$ cat src/rtl/sird_pkg.sv
package sird_pkg;

	localparam int DEF_MAX_RADIX   = 16;
	localparam int DEF_NUMBER_BITS = 32;

	localparam int SYMBOL_COUNT = 16;
	localparam int SYM_W        = 8;
	localparam int DIGIT_W      = 4;
	localparam int SIZE_W       = 5;
	localparam int CFG_W        = 64;
	localparam int CFG_INDEX_W  = 2;
	localparam int TABLE_W      = SYMBOL_COUNT * SYM_W;

	localparam logic [SYM_W-1:0] SYM_PLUS  = 8'd43;
	localparam logic [SYM_W-1:0] SYM_MINUS = 8'd45;
	localparam logic [SYM_W-1:0] SYM_NONE  = 8'd0;

	typedef enum logic [CFG_INDEX_W-1:0] {
		REG_BASE_SIZE    = 2'd0,
		REG_SYMBOLS_LOW  = 2'd1,
		REG_SYMBOLS_HIGH = 2'd2
	} reg_index_t;

	typedef enum logic [2:0] {
		ST_IDLE,
		ST_CHECK,
		ST_DIVIDE,
		ST_SIGN,
		ST_EMIT
	} state_t;

	function automatic logic [SYM_W-1:0] symbol_at(input logic [TABLE_W-1:0] syms,
			input logic [DIGIT_W-1:0] d);
		return syms[{d, 3'b000} +: SYM_W];
	endfunction

	// The base is usable only if its size is in range and the symbols in use are
	// distinct and contain neither sign character.
	function automatic logic base_ok(input logic [SIZE_W-1:0] size,
			input logic [TABLE_W-1:0] syms, input int max_radix);
		logic ok;
		logic [SYM_W-1:0] si;
		ok = (size >= SIZE_W'(2)) && (32'(size) <= 32'(max_radix));
		for (int i = 0; i < SYMBOL_COUNT; i++) begin
			si = syms[i*SYM_W +: SYM_W];
			if (SIZE_W'(i) < size) begin
				if (si == SYM_PLUS || si == SYM_MINUS) begin
					ok = 1'b0;
				end
				for (int j = 0; j < SYMBOL_COUNT; j++) begin
					if (j > i && SIZE_W'(j) < size && syms[j*SYM_W +: SYM_W] == si) begin
						ok = 1'b0;
					end
				end
			end
		end
		return ok;
	endfunction

endpackage

$ cat src/rtl/sird_div.sv
module sird_div
	import sird_pkg::*;
#(
	parameter int NUMBER_BITS = DEF_NUMBER_BITS,
	parameter int RADIX_W     = 5
) (
	input  logic                   clk,
	input  logic                   arst_n,
	input  logic                   go,
	input  logic [NUMBER_BITS-1:0] dividend,
	input  logic [RADIX_W-1:0]     divisor,
	output logic                   done,
	output logic [NUMBER_BITS-1:0] quotient,
	output logic [RADIX_W-1:0]     remainder
);

	localparam int BIT_CNT_W = $clog2(NUMBER_BITS);

	logic                   run_q;
	logic                   done_q;
	logic [BIT_CNT_W-1:0]   cnt_q;
	logic [NUMBER_BITS-1:0] acc_q;
	logic [RADIX_W-1:0]     rem_q;

	logic [RADIX_W:0] trial;
	logic [RADIX_W:0] diff;
	logic             ge;

	// Restoring division, one quotient bit per cycle. Quotient bits shift into
	// the bottom of the dividend register as its top bits move into the remainder.
	always_comb begin
		trial = {rem_q, acc_q[NUMBER_BITS-1]};
		diff  = trial - {1'b0, divisor};
		ge    = trial >= {1'b0, divisor};
	end

	always_ff @(posedge clk or negedge arst_n) begin
		if (!arst_n) begin
			run_q  <= 1'b0;
			done_q <= 1'b0;
			cnt_q  <= '0;
		end else begin
			done_q <= 1'b0;
			if (go) begin
				run_q <= 1'b1;
				cnt_q <= '0;
			end else if (run_q) begin
				cnt_q <= cnt_q + BIT_CNT_W'(1);
				if (cnt_q == BIT_CNT_W'(NUMBER_BITS - 1)) begin
					run_q  <= 1'b0;
					done_q <= 1'b1;
				end
			end
		end
	end

	always_ff @(posedge clk) begin
		if (go) begin
			acc_q <= dividend;
			rem_q <= '0;
		end else if (run_q) begin
			acc_q <= {acc_q[NUMBER_BITS-2:0], ge};
			rem_q <= ge ? diff[RADIX_W-1:0] : trial[RADIX_W-1:0];
		end
	end

	assign done      = done_q;
	assign quotient  = acc_q;
	assign remainder = rem_q;

endmodule

$ cat src/rtl/sird_stack.sv
module sird_stack
	import sird_pkg::*;
#(
	parameter int DEPTH = DEF_NUMBER_BITS
) (
	input  logic                     clk,
	input  logic                     we,
	input  logic [$clog2(DEPTH)-1:0] waddr,
	input  logic [DIGIT_W-1:0]       wdata,
	input  logic                     re,
	input  logic [$clog2(DEPTH)-1:0] raddr,
	output logic [DIGIT_W-1:0]       rdata
);

	logic [DIGIT_W-1:0] mem_q [DEPTH];
	logic [DIGIT_W-1:0] rdata_q;

	always_ff @(posedge clk) begin
		if (we) begin
			mem_q[waddr] <= wdata;
		end
	end

	always_ff @(posedge clk) begin
		if (re) begin
			rdata_q <= mem_q[raddr];
		end
	end

	assign rdata = rdata_q;

endmodule

$ cat src/rtl/signed_integer_to_radix_digits_top.sv
// Converts a signed number into characters of a configurable base of up to sixteen
// symbols. The base is checked in the cycle after start; an unusable base gives a
// single result with base_invalid set. Otherwise a minus sign comes first for a
// negative number, then the digits, most significant first, the final one with
// last set. Each digit comes from the bit-serial divider, which yields one
// quotient bit per cycle, and is then written to the digit stack and read back out
// of it in reverse order. The final result reaches the ports only as busy falls or
// after it, so the next item may already be under way. The digits come out on
// consecutive cycles, after an idle gap that follows the minus sign, with strobe
// high for one cycle each; the receiver must take every transfer as it comes, and
// there is no way to hold results off.
module signed_integer_to_radix_digits_top
	import sird_pkg::*;
#(
	parameter int MAX_RADIX   = DEF_MAX_RADIX,
	parameter int NUMBER_BITS = DEF_NUMBER_BITS
) (
	input  logic                   clk,
	input  logic                   arst_n,
	input  logic                   cfg_we,
	input  logic [CFG_INDEX_W-1:0] cfg_index,
	input  logic [CFG_W-1:0]       cfg_data,
	input  logic                   start,
	output logic                   busy,
	input  logic [NUMBER_BITS-1:0] number,
	output logic                   strobe,
	output logic [SYM_W-1:0]       character,
	output logic                   base_invalid,
	output logic                   last
);

	localparam int RADIX_W = $clog2(MAX_RADIX + 1);
	localparam int CNT_W   = $clog2(NUMBER_BITS + 1);
	localparam int ADDR_W  = $clog2(NUMBER_BITS);

	logic [SIZE_W-1:0]      base_size_q;
	logic [TABLE_W-1:0]     symbols_q;

	state_t                 state_q;
	state_t                 state_n;
	logic [NUMBER_BITS-1:0] num_q;
	logic [RADIX_W-1:0]     radix_q;
	logic [CNT_W-1:0]       count_q;
	logic                   pend_s1;
	logic                   pend_last_s1;
	logic                   strobe_q;
	logic [SYM_W-1:0]       char_q;
	logic                   inv_q;
	logic                   last_q;

	logic                   neg;
	logic [NUMBER_BITS-1:0] magnitude;
	logic                   base_valid;
	logic                   more;

	logic                   div_go;
	logic                   div_first;
	logic                   div_done;
	logic [NUMBER_BITS-1:0] div_dividend;
	logic [NUMBER_BITS-1:0] div_quot;
	logic [RADIX_W-1:0]     div_rem;

	logic                   stack_we;
	logic                   stack_re;
	logic [DIGIT_W-1:0]     stack_rdata;
	logic [CNT_W-1:0]       rd_index;

	logic                   emit_invalid;
	logic                   emit_sign;

	always_ff @(posedge clk or negedge arst_n) begin
		if (!arst_n) begin
			base_size_q <= '0;
			symbols_q   <= '0;
		end else if (cfg_we) begin
			unique case (cfg_index)
				REG_BASE_SIZE:    base_size_q <= cfg_data[SIZE_W-1:0];
				REG_SYMBOLS_LOW:  symbols_q[CFG_W-1:0] <= cfg_data;
				REG_SYMBOLS_HIGH: symbols_q[TABLE_W-1:CFG_W] <= cfg_data;
				default: ;
			endcase
		end
	end

	// The magnitude is taken unsigned, so the most negative number keeps its full value.
	assign neg          = num_q[NUMBER_BITS-1];
	assign magnitude    = neg ? (~num_q + NUMBER_BITS'(1)) : num_q;
	assign base_valid   = base_ok(base_size_q, symbols_q, MAX_RADIX);
	assign more         = (div_quot != '0) && (count_q < CNT_W'(NUMBER_BITS - 1));
	assign div_dividend = div_first ? magnitude : div_quot;
	assign rd_index     = count_q - CNT_W'(1);

	always_comb begin
		state_n      = state_q;
		div_go       = 1'b0;
		div_first    = 1'b0;
		stack_we     = 1'b0;
		stack_re     = 1'b0;
		emit_invalid = 1'b0;
		emit_sign    = 1'b0;
		unique case (state_q)
			ST_IDLE: begin
				if (start) begin
					state_n = ST_CHECK;
				end
			end
			ST_CHECK: begin
				if (!base_valid) begin
					emit_invalid = 1'b1;
					state_n      = ST_IDLE;
				end else begin
					div_go    = 1'b1;
					div_first = 1'b1;
					state_n   = ST_DIVIDE;
				end
			end
			ST_DIVIDE: begin
				if (div_done) begin
					stack_we = 1'b1;
					if (more) begin
						div_go = 1'b1;
					end else begin
						state_n = neg ? ST_SIGN : ST_EMIT;
					end
				end
			end
			ST_SIGN: begin
				emit_sign = 1'b1;
				state_n   = ST_EMIT;
			end
			ST_EMIT: begin
				stack_re = 1'b1;
				if (count_q == CNT_W'(1)) begin
					state_n = ST_IDLE;
				end
			end
			default: state_n = ST_IDLE;
		endcase
	end

	always_ff @(posedge clk or negedge arst_n) begin
		if (!arst_n) begin
			state_q  <= ST_IDLE;
			count_q  <= '0;
			pend_s1  <= 1'b0;
			strobe_q <= 1'b0;
		end else begin
			state_q  <= state_n;
			pend_s1  <= stack_re;
			strobe_q <= emit_invalid | emit_sign | pend_s1;
			if (state_q == ST_CHECK) begin
				count_q <= '0;
			end else if (stack_we) begin
				count_q <= count_q + CNT_W'(1);
			end else if (stack_re) begin
				count_q <= rd_index;
			end
		end
	end

	always_ff @(posedge clk) begin
		if (state_q == ST_IDLE && start) begin
			num_q <= number;
		end
		if (state_q == ST_CHECK) begin
			radix_q <= RADIX_W'(base_size_q);
		end
		pend_last_s1 <= (count_q == CNT_W'(1));
		inv_q        <= emit_invalid;
		last_q       <= emit_invalid | (pend_s1 & pend_last_s1);
		priority if (emit_invalid) begin
			char_q <= SYM_NONE;
		end else if (emit_sign) begin
			char_q <= SYM_MINUS;
		end else begin
			char_q <= symbol_at(symbols_q, stack_rdata);
		end
	end

	sird_div #(
		.NUMBER_BITS(NUMBER_BITS),
		.RADIX_W    (RADIX_W)
	) u_div (
		.clk      (clk),
		.arst_n   (arst_n),
		.go       (div_go),
		.dividend (div_dividend),
		.divisor  (div_first ? RADIX_W'(base_size_q) : radix_q),
		.done     (div_done),
		.quotient (div_quot),
		.remainder(div_rem)
	);

	sird_stack #(
		.DEPTH(NUMBER_BITS)
	) u_stack (
		.clk  (clk),
		.we   (stack_we),
		.waddr(count_q[ADDR_W-1:0]),
		.wdata(DIGIT_W'(div_rem)),
		.re   (stack_re),
		.raddr(rd_index[ADDR_W-1:0]),
		.rdata(stack_rdata)
	);

	// The last digit read may still be on its way out while a new item is taken.
	assign busy         = (state_q != ST_IDLE);
	assign strobe       = strobe_q;
	assign character    = char_q;
	assign base_invalid = inv_q;
	assign last         = last_q;

endmodule
$ cat config.mk
export PLATFORM = sky130hd
export DESIGN_NAME = signed_integer_to_radix_digits_top
export DESIGN_NICKNAME = d
export VERILOG_FILES = /design/src/rtl/sird_pkg.sv /design/src/rtl/sird_div.sv /design/src/rtl/sird_stack.sv /design/src/rtl/signed_integer_to_radix_digits_top.sv
export SDC_FILE = /design/constraint.sdc
export NUM_CORES = 1
export LEC_CHECK = 0
export BUFFER_PORTS_ARGS = -buffer_cell sky130_fd_sc_hd__buf_2
export CAP_MARGIN = 30
export CORE_AREA = 2 2 361 184
export CTS_BUF_LIST = sky130_fd_sc_hd__clkbuf_4 sky130_fd_sc_hd__clkbuf_8
export CTS_CLUSTER_SIZE = 30
export DETAILED_ROUTE_END_ITERATION = 16
export DIE_AREA = 0 0 363 186
export PLACE_DENSITY = 0.73
export REMOVE_ABC_BUFFERS = 1
export SLEW_MARGIN = 10
export SYNTH_ARGS = -nofsm -noshare
export SYNTH_HDL_FRONTEND = slang
export SYNTH_SLANG_ARGS = --single-unit
$ cat constraint.sdc
create_clock -name clk -period 4.71 [get_ports clk]
set_clock_uncertainty 0.2 [all_clocks]
set_input_delay 0 -clock clk [delete_from_list [all_inputs] [get_ports clk]]
set_output_delay 0 -clock clk [all_outputs]
set_load 0.03 [all_outputs]
Word level (Yosys, flattened, before mapping)
Memory sizes are Yosys's and may differ from the RTL's. A register that Yosys moved wholly into a read port is not among the register bits.
Index checks and enable logic that the tools add are counted.
{ "classes": {"muxes": 190, "order_cmp": 20, "addsub": 5, "bitwise": 5, "shifts": 1, "eq_ne": 165, "reduce_logical": 151} }
{ "op_table": {"columns": ["operator", "count"], "rows": [
  ["$eq 8x8->1", 120],
  ["$eq 8x6->1 const B", 32],
  ["$mux 1", 170],
  ["$mux 32", 4],
  ["$shiftx 128x8->8", 1],
  ["$logic_and 1x1->1", 123],
  ["$lt 4x5->1 const A", 8],
  ["$add 32x1->32 const B", 1],
  ["$not 32->32", 1],
  ["$reduce_bool 32->1", 1],
  ["$mux 6", 4],
  ["$lt 3x5->1 const A", 4],
  ["$mux 5", 4],
  ["$logic_or 1x1->1", 16],
  ["$mux 3", 5],
  ["$pmux 3 s5", 1],
  ["$lt 1x5->1 const A", 2],
  ["$lt 2x5->1 const A", 2],
  ["$reduce_and 2->1", 4],
  ["$add 6x1->6 const B", 1],
  ["$eq 3x2->1 const B", 2],
  ["$eq 6x1->1 const B", 1],
  ["$ge 6x5->1", 1],
  ["$lt 6x5->1 const B", 1],
  ["22 further kinds", 28]
]} }
{ "totals": {"wordCells": 557, "mem_bits_rw": 128, "out_inout_bits": 12, "mem_count": 1, "regBits": 236, "inputBits": 102} }
{ "mem_list": {"columns": ["memory", "depth", "word_bits", "rd", "rd_ports_with_merged_regs", "write_ports", "line", "text"], "rows": [
  ["u_stack.mem_q", 32, 4, 1, 1, 1, "sird_stack.sv:15", "logic [DIGIT_W-1:0] mem_q [DEPTH];"]
]} }

Logic depth before layout (Yosys ltp)
{ "depth": {"ltp_word": 160, "ltp_mapped": 21} }

Cells and area by module
From an unflattened synthesis, not the netlist that was laid out.
{ "unflattened": {"cells_unflattened": 2706, "hier_area_um2": 29143.0} }
{ "by_module_without_submodules": {"columns": ["mod", "cells_per_inst", "area_per_inst_um2", "seq_area_each_um2", "instances"], "rows": [
  ["signed_integer_to_radix_digits_top", 2323, 21829.7, 4934.7, 1],
  ["sird_stack", 231, 5178.7, 3963.8, 1],
  ["sird_div", 152, 2134.5, 1236.2, 1]
]} }

Worst setup path after synthesis
Ideal clock, no wire load.
{ "synth_timing": {"path_kind": "reg-to-reg", "from": "reg base_size_q[0]", "to": "reg u_div.rem_q[2], in the netlist u_div.remainder[2]", "arrival_ns": 4.391, "stages_incl_launch_ff": 21, "required_time_ns": 4.424, "slack_ns": 0.033, "setup_ns": 0.086, "path_buffers": 2, "cell_sequence": "dfrtp_1 buf_4 or2_1 a31oi_2 buf_4 nor3_1 a31oi_1 nand4_1 o41ai_1 nand3_1 nor3_2 mux2_2 ha_1 fa_1 nor2b_1 o21ai_0 nand2b_1 a21oi_1 nor3_1 a21oi_1 a211oi_1"} }
{ "synth_between": {"elab_chain_len": 159} }
{ "synth_lines": {"columns": ["element", "line", "text"], "rows": [
  ["from (decl)", "signed_integer_to_radix_digits_top.sv:36", "logic [SIZE_W-1:0] base_size_q;"],
  ["from (signal assigned)", "signed_integer_to_radix_digits_top.sv:77", "REG_BASE_SIZE: base_size_q <= cfg_data[SIZE_W-1:0];"],
  ["$ge 5x2->1 or $le 5x5->1 (tied branches)", "sird_pkg.sv:43", "ok = (size >= SIZE_W'(2)) && (32'(size) <= 32'(max_radix));"],
  ["$logic_and 1x1->1", "sird_pkg.sv:43", null],
  ["$mux 1", "sird_pkg.sv:47", "if (si == SYM_PLUS || si == SYM_MINUS) begin"],
  ["$mux 1 (15 in series)", "sird_pkg.sv:51", "if (j > i && SIZE_W'(j) < size && syms[j*SYM_W +: SYM_W] == si) begin"],
  ["$mux 1", "sird_pkg.sv:46", "if (SIZE_W'(i) < size) begin"],
  ["$mux 1", "sird_pkg.sv:47", null],
  ["$mux 1 (14 in series)", "sird_pkg.sv:51", null],
  ["$mux 1", "sird_pkg.sv:46", null],
  ["[116 not listed]", null, null],
  ["$mux 1", "sird_pkg.sv:46", null],
  ["$mux 1", "sird_pkg.sv:47", null],
  ["$mux 1", "sird_pkg.sv:46", null],
  ["$mux 1", "signed_integer_to_radix_digits_top.sv:108", "if (!base_valid) begin"],
  ["$mux 1", "signed_integer_to_radix_digits_top.sv:101", "unique case (state_q)"],
  ["$mux 5", "signed_integer_to_radix_digits_top.sv:188", ".divisor (div_first ? RADIX_W'(base_size_q) : radix_q),"],
  ["$sub 5x5->5 or $ge 6x5->1 (tied branches)", "sird_div.sv:33, sird_div.sv:34", null],
  ["$mux 5", "sird_div.sv:63", "rem_q <= ge ? diff[RADIX_W-1:0] : trial[RADIX_W-1:0];"],
  ["to (signal assigned)", "sird_div.sv:63", null],
  ["to (decl)", "sird_div.sv:23", "logic [RADIX_W-1:0] rem_q;"]
]} }
Parallel ways exist; a longest one is shown, timed or not.
A chain may end at the register's enable or synchronous reset.

Final worst setup path
{ "layout_timing": {"from": "reg base_size_q[0]", "to": "reg u_div.rem_q[3], in the netlist u_div.remainder[3]"} }
The elaborated chain is that of the path after synthesis.

==> results.sh <==
export IMPL_hp_class="primary input to flip-flop"
export IMPL_h_tree_depth=2
export IMPL_cts_tree="yes"
export IMPL_rr_endpoint="u_div.remainder[3]"
export IMPL_via_per_inst=6.36
export IMPL_layout_commonest_cell="xnor2_1"
export IMPL_port_buffer_count=113
export IMPL_row_count=66
export IMPL_via_count=27697
export IMPL_synth_cell_types=65
export IMPL_synth_top_area_cell="xnor2_1"
export IMPL_route_detailed_drc=0
export IMPL_leakage_nw=14.9
export IMPL_ys_seq_area_share_pct=35.3
export IMPL_finalSetupViolations=3
export IMPL_clk_pin_slew_worst_paths_ns=0.08
export IMPL_synth_compound_area_share_pct=3.08
export IMPL_overflow=0
export IMPL_grt_pass1_vias=26841
export IMPL_cp_end_kind="flip-flop"
export IMPL_dpl_hpwl_um=116000
export IMPL_tightest_slew_ns=1.08
export IMPL_synthArstFlopShare_pct=41.0
export IMPL_antenna_found_initial=13
export IMPL_drive_gt1_share_pct=36.4
export IMPL_crit_chain="or2_4 -> buf_4 -> a21oi_1 -> buf_4 -> buf_4 -> nor3_1 -> a21oi_1 -> nand4_1 -> o22ai_2 -> nand4_1 -> nor3_4 -> mux2_4 -> ha_4 -> fa_2 -> nor2b_4 -> o21ai_2 -> nand2b_1 -> a21oi_4 -> buf_4 -> nor2_2 -> a21oi_1 -> a211oi_1"
export IMPL_cp_slowest_cell="dfrtp_1"
export IMPL_max_freq_mhz=210
export IMPL_gp_congestion=1.11
export IMPL_synth_top_area_share_pct=22.3
export IMPL_pin_count=114
export IMPL_path_common_cell="buf_4"
export IMPL_die_y_um=186
export IMPL_multi_input_area_um2=17400
export IMPL_fin_crit_sh_pct=101
export IMPL_cts_made_buffers=53
export IMPL_synth_area_leaders="xnor2_1, edfxtp_1, dfrtp_1, xor2_1, mux2_2"
export IMPL_slowest_delay_ns=0.43
export IMPL_ys_flop_type="edfxtp_1"
export IMPL_first_pass_iters=6
export IMPL_final_cell_mix="xnor2_1, buf_4, xor2_1"
export IMPL_grt_usage_pct=45.5
export IMPL_max_clock_path_buffers=3
export IMPL_path_class="flip-flop to flip-flop"
export IMPL_dp_slack_ns=-0.521
export IMPL_crit_start="base_size_q[0]"
export IMPL_final_antenna_net_count=0
export IMPL_die_area_um2=67500
export IMPL_drv_slew=0
export IMPL_clkLatencyLatePin_ns=0.77
export IMPL_syn_cell_area_um2=28700
export IMPL_n_fill_cell=5070
export IMPL_crit_required_ns=5.10
export IMPL_synth_xor_area_share_pct=30.8
export IMPL_min_period_ns=4.77
export IMPL_syn_inst=2670
export IMPL_muxShareOfSynthArea_pct=13.4
export IMPL_syn_to_final_growth_pct=38.9
export IMPL_reg2reg_from="base_size_q[0]"
export IMPL_synth_warnings=0
export IMPL_startpoint_type="flip-flop"
export IMPL_synth_top_family_by_area="XOR/XNOR gates"
export IMPL_synth_seq_cells=368
export IMPL_synth_edf_count=201
export IMPL_nNetsFinal=3578
export IMPL_start_util_pct=44.6
export IMPL_reg2reg_setup_slack_ns=-0.06
export IMPL_hold_viol_final=0
export IMPL_syn_avg_cell_area_um2=10.7
export IMPL_yosys_area_share_simple_pct=11.1
export IMPL_whs_ns=0.0341
export IMPL_p_per_area_nw_per_um2=532
export IMPL_cap_violations=0
export IMPL_grt_max_degree=100
export IMPL_clock_sinks=368
export IMPL_rsz0062_at_grt="true"
export IMPL_violations="setup timing"
export IMPL_first_iter_violations=4651
export IMPL_ff2ff_path_depth=22
export IMPL_clock_tree_root_cell="clkbuf_8"
export IMPL_regArea_um2=10100
export IMPL_synthAdderAreaFrac_pct=0.637
export IMPL_setup_slack_ns=-0.0628
export IMPL_vdd_drop_max_mv=0.414
export IMPL_wl_per_cell_um=35.6
export IMPL_die_x_um=363
export IMPL_grt_pass1_wl_um=212000
export IMPL_wirelength_um=155000
export IMPL_slew_headroom_pct=27.9
export IMPL_crit_fanout=5
export IMPL_worstPathArrival_ns=5.17
export IMPL_crit_end="u_div.remainder[3]"
export IMPL_core_um2=64300
export IMPL_outcome="finished, violations left"
-- repair_timing --
| action | 4_1_cts | 5_1_grt |
|---|---|---|
| resized for setup | 34 | 73 |
| hold buffers | 204 | 0 |
| endpoints found under the hold margin | 349 | 0 |
| endpoints found under the setup margin | 6 | 6 |
| pin swaps | 18 | 26 |
| buffers inserted | 12 | 7 |
-- flip-flops by register name (all words and copies together) (netlist names), 3 cells and up --
signal           cells
num_q               32
radix_q              5
u_div.quotient      32
u_stack.rdata        4
symbols_q          128
state_q              3
u_div.remainder      5
u_stack.mem_q      128
count_q              6
u_div.cnt_q          5
character            8
base_size_q          5
-- final cells by class --
type | instances | area share [%]
multi-input cells | 1971 | 43.8
flip-flops and latches | 368 | 25.5
repair buffers | 1055 | 25.2
well taps | 850 | 2.67
clock buffers | 73 | 2.30
clock inverters | 24 | 0.418
inverters | 13 | 0.123
diodes | 3 | 0.0188
-- per-stage QoR --
step           area (µm²)  cells  TNS (ns)  util, %  total power, mW
2_1_floorplan       27100   2352    -0.681        -             11.1
3_3_place_gp        36000   4030     -2.97     55.9             17.1
3_5_place_dp        36000   4032     -2.50     55.9             17.3
4_1_cts             39400   4345         0     61.2             20.4
5_1_grt             39800   4354    -0.360     61.9             21.7
6_report            39800   4357    -0.111     61.9             21.2
-- power by group --
group	switching, mW	total [mW]	internal, mW
logic	7.31	13.4	6.10
clock network	1.44	2.78	1.33
registers	0.705	5.02	4.31
-- synth_stat cells (3+ instances only) --
cell type    n
nand4_1    178
nand3_1     27
nor4_1     107
a21o_1       7
nor3_1      77
edfxtp_1   201
clkbuf_1    39
buf_2      264
nor4b_1     10
buf_4        4
mux2i_1     13
nor2b_1      4
a311oi_1     3
dfxtp_1     16
a21oi_1     15
buf_1        8
nor3b_1      6
xnor2_1    730
nand2b_1     7
or3_1        7
nand3b_1     5
ha_1        13
a41o_1       3
o31ai_1      8
nand4b_1     6
xor2_1     279
o41ai_1      8
a31oi_1     33
buf_6        3
inv_1       13
o21ai_0     19
or2_1        3
nand2_1     39
or4_1        6
mux2_2     170
o22ai_1      3
mux4_2      80
dfrtp_1    151
nor2_1      68
a41oi_1      5
-- worst min path at each step --
| stage | startpoint | end | slack [ns] | depth (start not counted) |
|---|---|---|---|---|
| floorplan | arst_n | base_size_q[0] | -0.50 | 0 |
| global placement | arst_n | symbols_q[124] | -0.22 | 1 |
| detailed placement | arst_n | symbols_q[124] | -0.21 | 1 |
| CTS | cfg_data[3] | base_size_q[3] | 0.008 | 3 |
| global route | cfg_data[4] | symbols_q[4] | 0.06 | 3 |
| finish | cfg_data[4] | symbols_q[4] | 0.03 | 3 |
-- worst max-delay path: cells and delay by family, from the launching register on --
family | cells | cell delay, ns
flip-flops | 1 | 0.43
AO/OA/AOI/OAI | 7 | 0.96
AND/OR/NAND/NOR | 8 | 1.53
buffers and inverters | 4 | 0.58
adder cells (fa/ha/maj) | 2 | 0.54
multiplexers | 1 | 0.35
-- logic make-up after synthesis --
logic type / Yosys count
multiplexers: 264
AO/OA/AOI/OAI: 124
adder cells (fa/ha/maj): 14
AND/OR/NAND/NOR: 560
XOR/XNOR: 1009
buffers and inverters: 331
flip-flops: 368
-- routing by layer --
layer	routed length (µm)	global-route usage (%)	part of all wire, %	up-vias
met1	66900	66.2	43	13810
li1	-	-	-	11006
met2	56000	57.3	36	2451
met3	26800	22.6	17	424
met4	5290	13.4	3.4	6
met5	165	0	0.11	-
(Power assumes the default switching activity.)
